### src/rtl/bbpi_pkg.sv
// Package for the buck-boost PI PWM controller: widths, constants,
// register indexes, sequencer states and the scaling span table.
// No dependencies.
`default_nettype none

package bbpi_pkg;

    // Field widths
    localparam int INTEGRAL_WIDTH = 32;
    localparam int GAIN_FRAC_BITS = 12;
    localparam int RAW_W          = 12;
    localparam int VOLT_W         = 13;
    localparam int ERR_W          = 14;
    localparam int GAIN_W         = 16;
    localparam int CMP_W          = 10;
    localparam int TH_W           = 13;
    localparam int CFG_IDX_W      = 3;
    localparam int CFG_DATA_W     = 16;

    // Shared multiplier operand widths
    localparam int MUL_A_W = ((INTEGRAL_WIDTH > 25) ? INTEGRAL_WIDTH : 25) + 1;
    localparam int MUL_B_W = 22;
    localparam int PROD_W  = MUL_A_W + MUL_B_W;

    // Divide by 4095: q ~ (x * 4097) >> 24, then one correction step
    localparam int RAW_FULL       = 4095;
    localparam int RECIP_RAW      = 4097;
    localparam int RAW_QUOT_SHIFT = 24;
    localparam int RAW_X_W        = 26;

    // Divide by 600: q = (x * ceil(2^30 / 600)) >> 30, exact for x < 2^20
    localparam int DRIVE_TOP        = 600;
    localparam int DRIVE_QUOT_SHIFT = 30;
    localparam int RECIP_DRIVE      = ((1 << DRIVE_QUOT_SHIFT) + DRIVE_TOP - 1) / DRIVE_TOP;
    localparam int MAP_X_W          = 20;

    localparam int COMPARE_TOP = 1023;

    // Register reset values
    localparam int GAIN_RESET     = ((1 << GAIN_FRAC_BITS) + 5) / 10;
    localparam int OFFSET_RESET   = 500;
    localparam int LIMIT_RESET    = COMPARE_TOP - 256;
    localparam int UNDER_TH_RESET = 1000;
    localparam int OVER_TH_RESET  = 2500;

    // Configuration register indexes
    typedef enum logic [CFG_IDX_W-1:0] {
        CFG_REVERSE    = 3'd0,
        CFG_PROP_GAIN  = 3'd1,
        CFG_INTEG_GAIN = 3'd2,
        CFG_OFFSET     = 3'd3,
        CFG_PWM_LIMIT  = 3'd4,
        CFG_UNDER_TH   = 3'd5,
        CFG_OVER_TH    = 3'd6
    } cfg_index_t;

    // Sequencer states
    typedef enum logic [3:0] {
        ST_IDLE,
        ST_SCL_MUL,
        ST_SCL_RCP,
        ST_SCL_FIX,
        ST_ERR,
        ST_PI_P,
        ST_PI_I,
        ST_PI_SUM,
        ST_OFFSET,
        ST_MAP_MUL,
        ST_MAP_DIV,
        ST_MAP_FIX,
        ST_OUT
    } state_t;

    // Full-scale span of each sample: setpoint, side A, side B
    function automatic logic [VOLT_W-1:0] scale_span(input logic [1:0] sel);
        logic [VOLT_W-1:0] span;
        case (sel)
            2'd0:    span = VOLT_W'(2500);
            2'd1:    span = VOLT_W'(3630);
            2'd2:    span = VOLT_W'(5183);
            default: span = '0;
        endcase
        return span;
    endfunction

endpackage

`default_nettype wire

### src/rtl/bbpi_mul.sv
// Shared signed multiplier with a registered product.
// Depends on bbpi_pkg for operand widths.
`default_nettype none

module bbpi_mul (
    input  wire logic                                 aclk,
    input  wire logic signed [bbpi_pkg::MUL_A_W-1:0] op_a,
    input  wire logic signed [bbpi_pkg::MUL_B_W-1:0] op_b,
    output logic signed [bbpi_pkg::PROD_W-1:0]       prod_reg
);
    import bbpi_pkg::*;

    // One product per cycle, always registered before use
    always_ff @(posedge aclk) begin
        prod_reg <= op_a * op_b;
    end

endmodule

`default_nettype wire

### src/rtl/buck_boost_pi_pwm_controller_core.sv
// Buck-boost PI controller with PWM compare outputs, top level.
// One request is processed at a time: the single shared multiplier is stepped
// through scaling, PI and mapping before the next request is taken.
// A new request is taken while a finished result still waits on m_ready.
// Reset (aresetn low, synchronous) loads the register defaults, clears the
// integral and drops m_valid. Depends on bbpi_pkg and bbpi_mul.
`default_nettype none

module buck_boost_pi_pwm_controller_core (
    input  wire logic                                aclk,
    input  wire logic                                aresetn,
    // configuration writes
    input  wire logic                                cfg_valid,
    output logic                                     cfg_ready,
    input  wire logic [bbpi_pkg::CFG_IDX_W-1:0]      cfg_index,
    input  wire logic [bbpi_pkg::CFG_DATA_W-1:0]     cfg_data,
    // sample requests
    input  wire logic                                s_valid,
    output logic                                     s_ready,
    input  wire logic [bbpi_pkg::RAW_W-1:0]          s_setpoint_raw,
    input  wire logic [bbpi_pkg::RAW_W-1:0]          s_side_a_raw,
    input  wire logic [bbpi_pkg::RAW_W-1:0]          s_side_b_raw,
    // results
    output logic                                     m_valid,
    input  wire logic                                m_ready,
    output logic [bbpi_pkg::CMP_W-1:0]               m_compare_ch1,
    output logic [bbpi_pkg::CMP_W-1:0]               m_compare_ch2,
    output logic                                     m_under_voltage,
    output logic                                     m_over_voltage
);
    import bbpi_pkg::*;

    // Configuration registers
    logic              reverse_reg;
    logic [GAIN_W-1:0] prop_gain_reg;
    logic [GAIN_W-1:0] integ_gain_reg;
    logic [CMP_W-1:0]  offset_reg;
    logic [CMP_W-1:0]  limit_reg;
    logic [TH_W-1:0]   under_th_reg;
    logic [TH_W-1:0]   over_th_reg;

    // Sequencer
    state_t     state_reg, state_next;
    logic [1:0] cnt_reg;

    // Datapath
    logic [RAW_W-1:0]                setpoint_reg, side_a_reg, side_b_reg;
    logic [RAW_X_W-1:0]              x_reg;
    logic [VOLT_W-1:0]               vref_reg, va_reg, vb_reg;
    logic signed [ERR_W-1:0]         err_reg;
    logic signed [INTEGRAL_WIDTH-1:0] integral_reg, sum_reg;
    logic                            under_reg, over_reg;
    logic signed [PROD_W-1:0]        acc_reg, drive_reg, boost_reg;
    logic                            cls_hi_reg, cls_lo_reg;
    logic [CMP_W-1:0]                pbuck_reg, pboost_reg;
    logic                            m_valid_reg;
    logic [CMP_W-1:0]                ch1_reg, ch2_reg;
    logic                            uv_reg, ov_reg;

    // Multiplier interface
    logic signed [MUL_A_W-1:0] mul_a;
    logic signed [MUL_B_W-1:0] mul_b;
    logic signed [PROD_W-1:0]  prod_reg;

    bbpi_mul u_mul (
        .aclk     (aclk),
        .op_a     (mul_a),
        .op_b     (mul_b),
        .prod_reg (prod_reg)
    );

    // Combinational helpers
    logic [RAW_W-1:0]                raw_sel;
    logic [VOLT_W-1:0]               q_est, q_fix;
    logic [RAW_X_W-1:0]              rem;
    logic [VOLT_W-1:0]               vin, vout;
    logic signed [ERR_W-1:0]         err_calc;
    logic signed [INTEGRAL_WIDTH:0]  sum_wide;
    logic signed [INTEGRAL_WIDTH-1:0] sum_sat;
    logic signed [PROD_W-1:0]        acc_sum, d_sel;
    logic                            d_neg, d_hi;
    logic [CMP_W-1:0]                map_val;
    logic                            out_load;

    always_comb begin
        // sample chosen by the scaling counter
        case (cnt_reg)
            2'd0:    raw_sel = setpoint_reg;
            2'd1:    raw_sel = side_a_reg;
            default: raw_sel = side_b_reg;
        endcase

        // divide by 4095 correction: estimate is exact or one low
        q_est = prod_reg[RAW_QUOT_SHIFT +: VOLT_W];
        rem   = x_reg - {q_est, 12'b0} + RAW_X_W'(q_est);
        q_fix = (rem >= RAW_X_W'(RAW_FULL)) ? q_est + VOLT_W'(1) : q_est;

        // error and saturating integral
        vin      = reverse_reg ? vb_reg : va_reg;
        vout     = reverse_reg ? va_reg : vb_reg;
        err_calc = $signed({1'b0, vref_reg}) - $signed({1'b0, vout});
        sum_wide = (INTEGRAL_WIDTH+1)'(integral_reg) + (INTEGRAL_WIDTH+1)'(err_calc);
        if (sum_wide[INTEGRAL_WIDTH] != sum_wide[INTEGRAL_WIDTH-1]) begin
            sum_sat = sum_wide[INTEGRAL_WIDTH]
                    ? {1'b1, {(INTEGRAL_WIDTH-1){1'b0}}}
                    : {1'b0, {(INTEGRAL_WIDTH-1){1'b1}}};
        end else begin
            sum_sat = sum_wide[INTEGRAL_WIDTH-1:0];
        end

        // PI sum
        acc_sum = acc_reg + prod_reg;

        // drive classification for the clamp map
        d_sel = cnt_reg[0] ? boost_reg : drive_reg;
        d_neg = d_sel[PROD_W-1];
        d_hi  = !d_neg && (d_sel[PROD_W-2:0] > (PROD_W-1)'(DRIVE_TOP));

        if (cls_hi_reg) begin
            map_val = limit_reg;
        end else if (cls_lo_reg) begin
            map_val = '0;
        end else begin
            map_val = prod_reg[DRIVE_QUOT_SHIFT +: CMP_W];
        end

        out_load = (state_reg == ST_OUT) && (!m_valid_reg || m_ready);
    end

    // Next state
    always_comb begin
        state_next = state_reg;
        case (state_reg)
            ST_IDLE:    if (s_valid) state_next = ST_SCL_MUL;
            ST_SCL_MUL: state_next = ST_SCL_RCP;
            ST_SCL_RCP: state_next = ST_SCL_FIX;
            ST_SCL_FIX: state_next = (cnt_reg == 2'd2) ? ST_ERR : ST_SCL_MUL;
            ST_ERR:     state_next = ST_PI_P;
            ST_PI_P:    state_next = ST_PI_I;
            ST_PI_I:    state_next = ST_PI_SUM;
            ST_PI_SUM:  state_next = ST_OFFSET;
            ST_OFFSET:  state_next = ST_MAP_MUL;
            ST_MAP_MUL: state_next = ST_MAP_DIV;
            ST_MAP_DIV: state_next = ST_MAP_FIX;
            ST_MAP_FIX: state_next = (cnt_reg == 2'd1) ? ST_OUT : ST_MAP_MUL;
            ST_OUT:     if (!m_valid_reg || m_ready) state_next = ST_IDLE;
            default:    state_next = ST_IDLE;
        endcase
    end

    // Outputs of the sequencer: handshake and multiplier operands
    always_comb begin
        s_ready   = (state_reg == ST_IDLE);
        cfg_ready = 1'b1;
        mul_a     = '0;
        mul_b     = '0;
        case (state_reg)
            ST_SCL_MUL: begin
                mul_a = MUL_A_W'({1'b0, raw_sel});
                mul_b = MUL_B_W'({1'b0, scale_span(cnt_reg)});
            end
            ST_SCL_RCP: begin
                mul_a = MUL_A_W'({1'b0, prod_reg[RAW_X_W-2:0]});
                mul_b = MUL_B_W'(RECIP_RAW);
            end
            ST_PI_P: begin
                mul_a = MUL_A_W'(err_reg);
                mul_b = MUL_B_W'({1'b0, prop_gain_reg});
            end
            ST_PI_I: begin
                mul_a = MUL_A_W'(sum_reg);
                mul_b = MUL_B_W'({1'b0, integ_gain_reg});
            end
            ST_MAP_MUL: begin
                mul_a = MUL_A_W'({1'b0, d_sel[CMP_W-1:0]});
                mul_b = MUL_B_W'({1'b0, limit_reg});
            end
            ST_MAP_DIV: begin
                mul_a = MUL_A_W'({1'b0, prod_reg[MAP_X_W-1:0]});
                mul_b = MUL_B_W'(RECIP_DRIVE);
            end
            default: begin
                mul_a = '0;
                mul_b = '0;
            end
        endcase
    end

    // Control state, configuration and integral
    always_ff @(posedge aclk) begin
        if (!aresetn) begin
            state_reg      <= ST_IDLE;
            cnt_reg        <= '0;
            m_valid_reg    <= 1'b0;
            integral_reg   <= '0;
            reverse_reg    <= 1'b0;
            prop_gain_reg  <= GAIN_W'(GAIN_RESET);
            integ_gain_reg <= GAIN_W'(GAIN_RESET);
            offset_reg     <= CMP_W'(OFFSET_RESET);
            limit_reg      <= CMP_W'(LIMIT_RESET);
            under_th_reg   <= TH_W'(UNDER_TH_RESET);
            over_th_reg    <= TH_W'(OVER_TH_RESET);
        end else begin
            state_reg <= state_next;

            // iteration counter for scaling and mapping passes
            case (state_reg)
                ST_SCL_FIX: cnt_reg <= (cnt_reg == 2'd2) ? 2'd0 : cnt_reg + 2'd1;
                ST_MAP_FIX: cnt_reg <= (cnt_reg == 2'd1) ? 2'd0 : cnt_reg + 2'd1;
                default:    cnt_reg <= cnt_reg;
            endcase

            // integral update, cleared on undervoltage
            if (state_reg == ST_ERR) begin
                integral_reg <= (vin < under_th_reg) ? '0 : sum_sat;
            end

            // result register handshake
            if (out_load) begin
                m_valid_reg <= 1'b1;
            end else if (m_ready) begin
                m_valid_reg <= 1'b0;
            end

            // configuration writes; unknown indexes are dropped
            if (cfg_valid && cfg_ready) begin
                case (cfg_index)
                    CFG_REVERSE:    reverse_reg    <= cfg_data[0];
                    CFG_PROP_GAIN:  prop_gain_reg  <= cfg_data[GAIN_W-1:0];
                    CFG_INTEG_GAIN: integ_gain_reg <= cfg_data[GAIN_W-1:0];
                    CFG_OFFSET:     offset_reg     <= cfg_data[CMP_W-1:0];
                    CFG_PWM_LIMIT:  limit_reg      <= cfg_data[CMP_W-1:0];
                    CFG_UNDER_TH:   under_th_reg   <= cfg_data[TH_W-1:0];
                    CFG_OVER_TH:    over_th_reg    <= cfg_data[TH_W-1:0];
                    default:        ;
                endcase
            end
        end
    end

    // Payload datapath
    always_ff @(posedge aclk) begin
        case (state_reg)
            ST_IDLE: begin
                if (s_valid) begin
                    setpoint_reg <= s_setpoint_raw;
                    side_a_reg   <= s_side_a_raw;
                    side_b_reg   <= s_side_b_raw;
                end
            end
            ST_SCL_RCP: x_reg <= prod_reg[RAW_X_W-1:0];
            ST_SCL_FIX: begin
                case (cnt_reg)
                    2'd0:    vref_reg <= q_fix;
                    2'd1:    va_reg   <= q_fix;
                    default: vb_reg   <= q_fix;
                endcase
            end
            ST_ERR: begin
                err_reg   <= err_calc;
                sum_reg   <= sum_sat;
                under_reg <= (vin < under_th_reg);
                over_reg  <= (vin > over_th_reg);
            end
            ST_PI_I:   acc_reg   <= prod_reg;
            ST_PI_SUM: drive_reg <= acc_sum >>> GAIN_FRAC_BITS;
            ST_OFFSET: boost_reg <= drive_reg - $signed({{(PROD_W-CMP_W){1'b0}}, offset_reg});
            ST_MAP_MUL: begin
                cls_hi_reg <= d_hi;
                cls_lo_reg <= d_neg;
            end
            ST_MAP_FIX: begin
                if (cnt_reg[0]) begin
                    pboost_reg <= map_val;
                end else begin
                    pbuck_reg <= map_val;
                end
            end
            default: ;
        endcase

        // result register, channels swapped and inverted in reverse
        if (out_load) begin
            ch1_reg <= reverse_reg ? CMP_W'(COMPARE_TOP) - pboost_reg : pbuck_reg;
            ch2_reg <= reverse_reg ? CMP_W'(COMPARE_TOP) - pbuck_reg : pboost_reg;
            uv_reg  <= under_reg;
            ov_reg  <= over_reg;
        end
    end

    assign m_valid         = m_valid_reg;
    assign m_compare_ch1   = ch1_reg;
    assign m_compare_ch2   = ch2_reg;
    assign m_under_voltage = uv_reg;
    assign m_over_voltage  = ov_reg;

endmodule

`default_nettype wire

### config.mk
export PLATFORM = sky130hd
export DESIGN_NAME = buck_boost_pi_pwm_controller_core
export DESIGN_NICKNAME = d
export VERILOG_FILES = /design/src/rtl/bbpi_pkg.sv /design/src/rtl/bbpi_mul.sv /design/src/rtl/buck_boost_pi_pwm_controller_core.sv
export SDC_FILE = /design/constraint.sdc
export NUM_CORES = 2
export LEC_CHECK = 0
export CAP_MARGIN = 20
export CORE_MARGIN = 8
export CORE_UTILIZATION = 40
export DETAILED_ROUTE_END_ITERATION = 10
export DONT_BUFFER_PORTS = 1
export HOLD_SLACK_MARGIN = 0.05
export PLACE_DENSITY = 0.55
export SLEW_MARGIN = 20
export SYNTH_ARGS = -nofsm -noshare
export SYNTH_HDL_FRONTEND = slang
export SYNTH_SLANG_ARGS = --single-unit
### constraint.sdc
create_clock -name aclk -period 10.2 [get_ports aclk]
set_input_delay 1.02 -clock aclk [delete_from_list [all_inputs] [get_ports aclk]]
set_output_delay 1.02 -clock aclk [all_outputs]
set_load 0.02 [all_outputs]
---- Yosys cells after proc, flatten, opt, wreduce, memory -nomap -nowiden ----
Cells that the tools add are included.
storage, ports and cells
  register bits ........................... 519
  word-level logic and storage cells ...... 124
  input bits .............................. 60
operators by class
  bitwise gates (word level) .............. 2
  equality and inequality tests ........... 23
  order comparisons ....................... 4
  reductions and logical operators ........ 25
  multiplexer cells ....................... 25
  multipliers ............................. 1
  add/sub/neg operators ................... 10
operators with widths
  operator                  count
  $pmux W33 S6              1
  $pmux W21 S6              1
  $mux W32                  3
  $add A55 B55 Y55          1
  $mul A33 B22 Y55          1
  $mux W55                  1
  $gt A54 B10 Y1 const B    1
  $pmux W4 S13              1
  $sub A43 B11 Y44          1
  $mux W10                  4
  $mux W13                  3
  $pmux W13 S3              1
  $add A32 B14 Y33          1
  $reduce_and A2 Y1         14
  $add A26 B13 Y26          1
  $ge A26 B12 Y1 const B    1
  $sub A26 B25 Y26          1
  $pmux W12 S2              1
  $eq A4 B4 Y1 const B      5
  $sub A10 B10 Y10 const A  2
  $eq A4 B3 Y1 const B      4
  $sub A13 B13 Y14          1
  $add A13 B1 Y13 const B   1
  $gt A13 B13 Y1            1
  26 further kinds          38

---- Logic depth before layout (Yosys ltp) ----
  depth in word-level cells ............... 6
  mapped depth ............................ 40

---- Cells and area by module ----
From an unflattened synthesis, not the netlist that was laid out.
second synthesis, totals
  cell total of the unflattened synthesis .. 5,290
  area, all modules ....................... 51,708.3 µm²
by module, submodules not included
  module                             area an instance (µm²)  cells each  instances
  bbpi_mul                           26,532.9                2,890       1
  buck_boost_pi_pwm_controller_core  25,175.4                2,400       1

---- Worst setup path before layout ----
OpenSTA, ideal clock, no wires.
  path type ............................... reg2reg
  start ................................... register state_reg[3]
  end ..................................... register u_mul.prod_reg[54] in the netlist's numbering
  clock period less this slack ............ 9,884 ps
  slack ................................... 316 ps
  arrival ................................. 9,812 ps
  library setup time ...................... 72 ps
  stages on the path, launching flop included .. 29
  cell sequence ........................... dfxtp_1 clkbuf_1 nand2b_1 nor2_1 clkbuf_1 buf_1 clkbuf_1 a21oi_1 nor2_1 fa_1 fa_1 inv_1 fa_1 inv_1 fa_1 fa_1 fa_1 fa_1 ha_1 clkbuf_1 a21o_1 a21o_1 a211oi_1 a21oi_1 o31ai_1 o21ai_1 a221o_1 a21oi_1 xnor2_1
between the ends
  cells in the longest elaborated chain, start to end .. 3
  elaborated cells between the ends (all ways) .. 9
ends and longest elaborated chain
  item                                                 RTL line                                  RTL
  start, declared                                      buck_boost_pi_pwm_controller_core.sv:43   state_t state_reg, state_next;
  start signal, assigned                               buck_boost_pi_pwm_controller_core.sv:204  state_reg <= state_next;
  $eq A4 B4 Y1, or another cell as far along           buck_boost_pi_pwm_controller_core.sv:157  case (state_reg)
  $pmux W33 S6 / $pmux W21 S6 (equally long branches)  buck_boost_pi_pwm_controller_core.sv:157
  $mul A33 B22 Y55 *                                   bbpi_mul.sv:15                            prod_reg <= op_a * op_b;
  end signal, assigned                                 bbpi_mul.sv:15
  end, declared                                        bbpi_mul.sv:9                             output logic signed [bbpi_pkg::PROD_W-1:0] prod_reg
Mark *: on every way between the ends. The rest lies on a longest branch, timed or not.
A chain may end at the register's enable or synchronous reset.

---- Worst setup path after layout ----
  start ................................... register state_reg[0]
  end ..................................... register u_mul.prod_reg[51] in the netlist's numbering
The elaborated chain is that of the path after synthesis.

==> implementation parameters <==
Parameter                              Value

Timing
  Actual transition at the worst max-transition pin    1154 ps
  RSZ-0062 raised after global routing    no
  Max-slew violation count    0
  Final worst path period share    0.9515
  Time the final worst path needs with I/O delays and setup    9705 ps
  Final number of setup-violating endpoints    0
  Worst Clk Skew    54.30 ps
  Relative slew slack    0.2309
  Hold Fails Final Rpt    0
  Achievable Freq    103.0 MHz
  Post-route setup TNS    0 ps

Power and ir drop
  Pwr Density    123.1 mW/mm^2
  Leakage power of the design    23.30 nW
  Total chip power    0.006438 W
  VDD IR-drop max    0.1475 mV

Routing
  Initial detailed-routing violation count    2711
  Post-DR vias/cell    5.326
  DR pass1 iterations    5
  Overall via count from detail_route    34861
  Total length of routed wires    139.3 mm
  Post-detailed-route count of antenna-violating nets    0
  Number of DRC violations after detailed routing    0
  Post-detailed-route wirelength per cell    21.29 microns

Logic synthesis
  Largest area contributor in the netlist    fa_1
  Area of the mapped netlist    0.04772 sq mm
  Post-synth top area share    0.2630
  Seq/Total Area, Yosys    0.2834
  Yosys reg bits    508
  Commonest register cell after synthesis    edfxtp_1
  Async set-reset flop share out of synthesis    0
  Largest cells by area after synthesis    fa_1 26%, edfxtp_1 21%, ha_1 8.5%
  Yosys warns    0
  Post-synthesis instance total    4919
  Number of enable flip-flop cells after synthesis    335
  Syn Area/Cell    9.702 sq um
  List of most frequent post-synthesis cells    801 x inv_1, 658 x nand2_1, 627 x fa_1
  Synth unique cells    87
  Count leader, synth    inv_1

Worst setup path
  Critical Path End Type    flip-flop
  Maximum single-stage delay on the critical path    620 ps
  Critical path data required time    10760 ps
  Critical Path Fanout Max    24
  Type of element launching the critical path    flip-flop
  Flop2flop setup slack    490 ps
  Arrival time reported for the critical path endpoint    10260 ps
  Path type of the worst setup path    flip-flop to flip-flop
  Slowest cell on the critical path    o211ai_1

Floorplan
  Initial core utilization    0.4036
  Floorplan Core Area    0.1182 sq mm
  Die Ht    361.4 microns
  Cell row count    126
  Horizontal die dimension    361.4 microns
  I/O pin total    85
  Die Area    0.1306 sq mm

Clock tree
  Clock latency of the later-clocked register in the worst-skew pair    680 ps
  Post-CTS repair timing setup buffer count    0
  Longest Clk Path Bufs    3
  Hold-fix buffers, CTS    0
  Resized Gates After CTS    0
  TritonCTS clock tree    built
  Clock-pin slew on the worst setup and hold paths    60 ps
  TritonCTS Sinks    508
  Root Buffer Master    clkbuf_16
  Max H-tree Level    2
  Number of CTS-inserted buffers    60

Finish
  Share of post-route cells with drive strength above 1    0.06131
  Final nets    5968
  Layout-stage area growth over the synthesis result    9.625%

Placement
  RePlAce Congestion    0.9185
  Half-perimeter wire length after detailed placement    114.9 mm
  Number of buffer cells added on primary ports    0

Hold path
  Type of the tightest min-delay check    flip-flop to flip-flop

Global route
  Wire length of the first global-routing pass    214.4 mm
  Maximum number of pins on one net before global-route repair    56
  Antenna violations before repair    2
  Aggregate global-route resource usage    0.2117
  Remaining Overflow, GRT    0
  Number of global-route vias before repair    35252

Outcome
  Run status    finished clean

Job
  Max capacitance violation total    0
## path summary, 6_finish.rpt
path | to | cells past startpoint | start
setup / recovery | u_mul.prod_reg[51] | 33 | state_reg[0]
hold reg to reg | m_over_voltage | 0 | over_reg
hold / removal | m_over_voltage | 0 | over_reg
setup reg to reg | u_mul.prod_reg[51] | 33 | state_reg[0]
## kinds of logic after synthesis
kind of cell             synth area share
flip-flops                         0.2834
AND/OR/NAND/NOR                    0.1336
adder cells (fa/ha/maj)            0.3486
multiplexers                      0.01348
buffers and inverters             0.07818
AO/OA/AOI/OAI                      0.1062
XOR/XNOR                          0.03634
other                           0.0001574
## worst max-delay path: cells and delay by family, from the launching register on
kind | cells | cell delay (ps)
adder cells (fa/ha/maj) | 8 | 4000
flip-flops | 1 | 350
AND/OR/NAND/NOR | 9 | 2290
AO/OA/AOI/OAI | 5 | 1380
XOR/XNOR | 1 | 180
buffers and inverters | 10 | 1330
## per-layer routing
metal / vias up / part of all wire / track usage
met3: 202 / 0.077 / 0.03671
met1: 17289 / 0.45 / 0.2984
met4: 2 / 0.035 / 0.06777
met2: 1221 / 0.44 / 0.3315
li1: 16147 / - / -
met5: - / 0.000093 / 0
## cells in the final DEF, fill, tap and decap left out, types with 17 or more instances in the layout
cell type / netlist / routed
inv_1: 801 / 800
nand2_1: 658 / 658
fa_1: 627 / 627
nor2_1: 401 / 393
edfxtp_1: 335 / 335
ha_1: 325 / 325
a21oi_1: 220 / 220
dfxtp_1: 173 / 172
buf_4: 1 / 130
o21ai_0: 128 / 128
xnor2_1: 119 / 119
a21o_1: 108 / 108
xor2_1: 79 / 79
nand3_1: 74 / 74
clkbuf_16: 0 / 62
nor2b_1: 44 / 44
nor3_1: 42 / 38
nand4_1: 35 / 35
mux2i_1: 35 / 35
and2_1: 34 / 34
o211ai_1: 32 / 32
nand2b_1: 29 / 29
and3_1: 29 / 29
conb_1: 2 / 29
mux2_2: 26 / 26
a22oi_1: 24 / 24
o21a_1: 22 / 22
a211oi_1: 22 / 22
nor4_1: 22 / 21
a221oi_1: 23 / 20
a31oi_1: 20 / 20
o21bai_1: 19 / 19
a221o_1: 17 / 17
## metrics by stage
step / utilization / hold WS [ps] / cell area (sq um) / cells / setup slack, ps
floorplan: - / 400.3 / 47820 / 4946 / 315.7
global placement: 0.4238 / 406.4 / 50110 / 6420 / 567.6
detailed placement: 0.4239 / 420.8 / 50130 / 6422 / 499.1
CTS: 0.4417 / 376.2 / 52230 / 6535 / 397.9
global route: 0.4424 / 387.2 / 52310 / 6543 / 58.02
finish: 0.4425 / 428.1 / 52320 / 6545 / 495.0
## report_power, final
group          leakage (nW)  total [W]  internal, W  switching [W]
clock                  1.02    0.00225      0.00134       0.000910
combinational          17.8    0.00173     0.000675        0.00106
sequential             4.51    0.00245      0.00233       0.000118
## layout make-up
class / count / area, sq um
fill: 11343 / 65920
multi-input combinational: 3448 / 30690
sequential: 508 / 13520
inverter: 802 / 3010
tap: 1536 / 1922
clock buffer: 74 / 1627
timing repair buffer: 136 / 1061
clock inverter: 39 / 478.0
antenna: 2 / 5.005
Note: power is estimated with default switching activity, not from simulation.
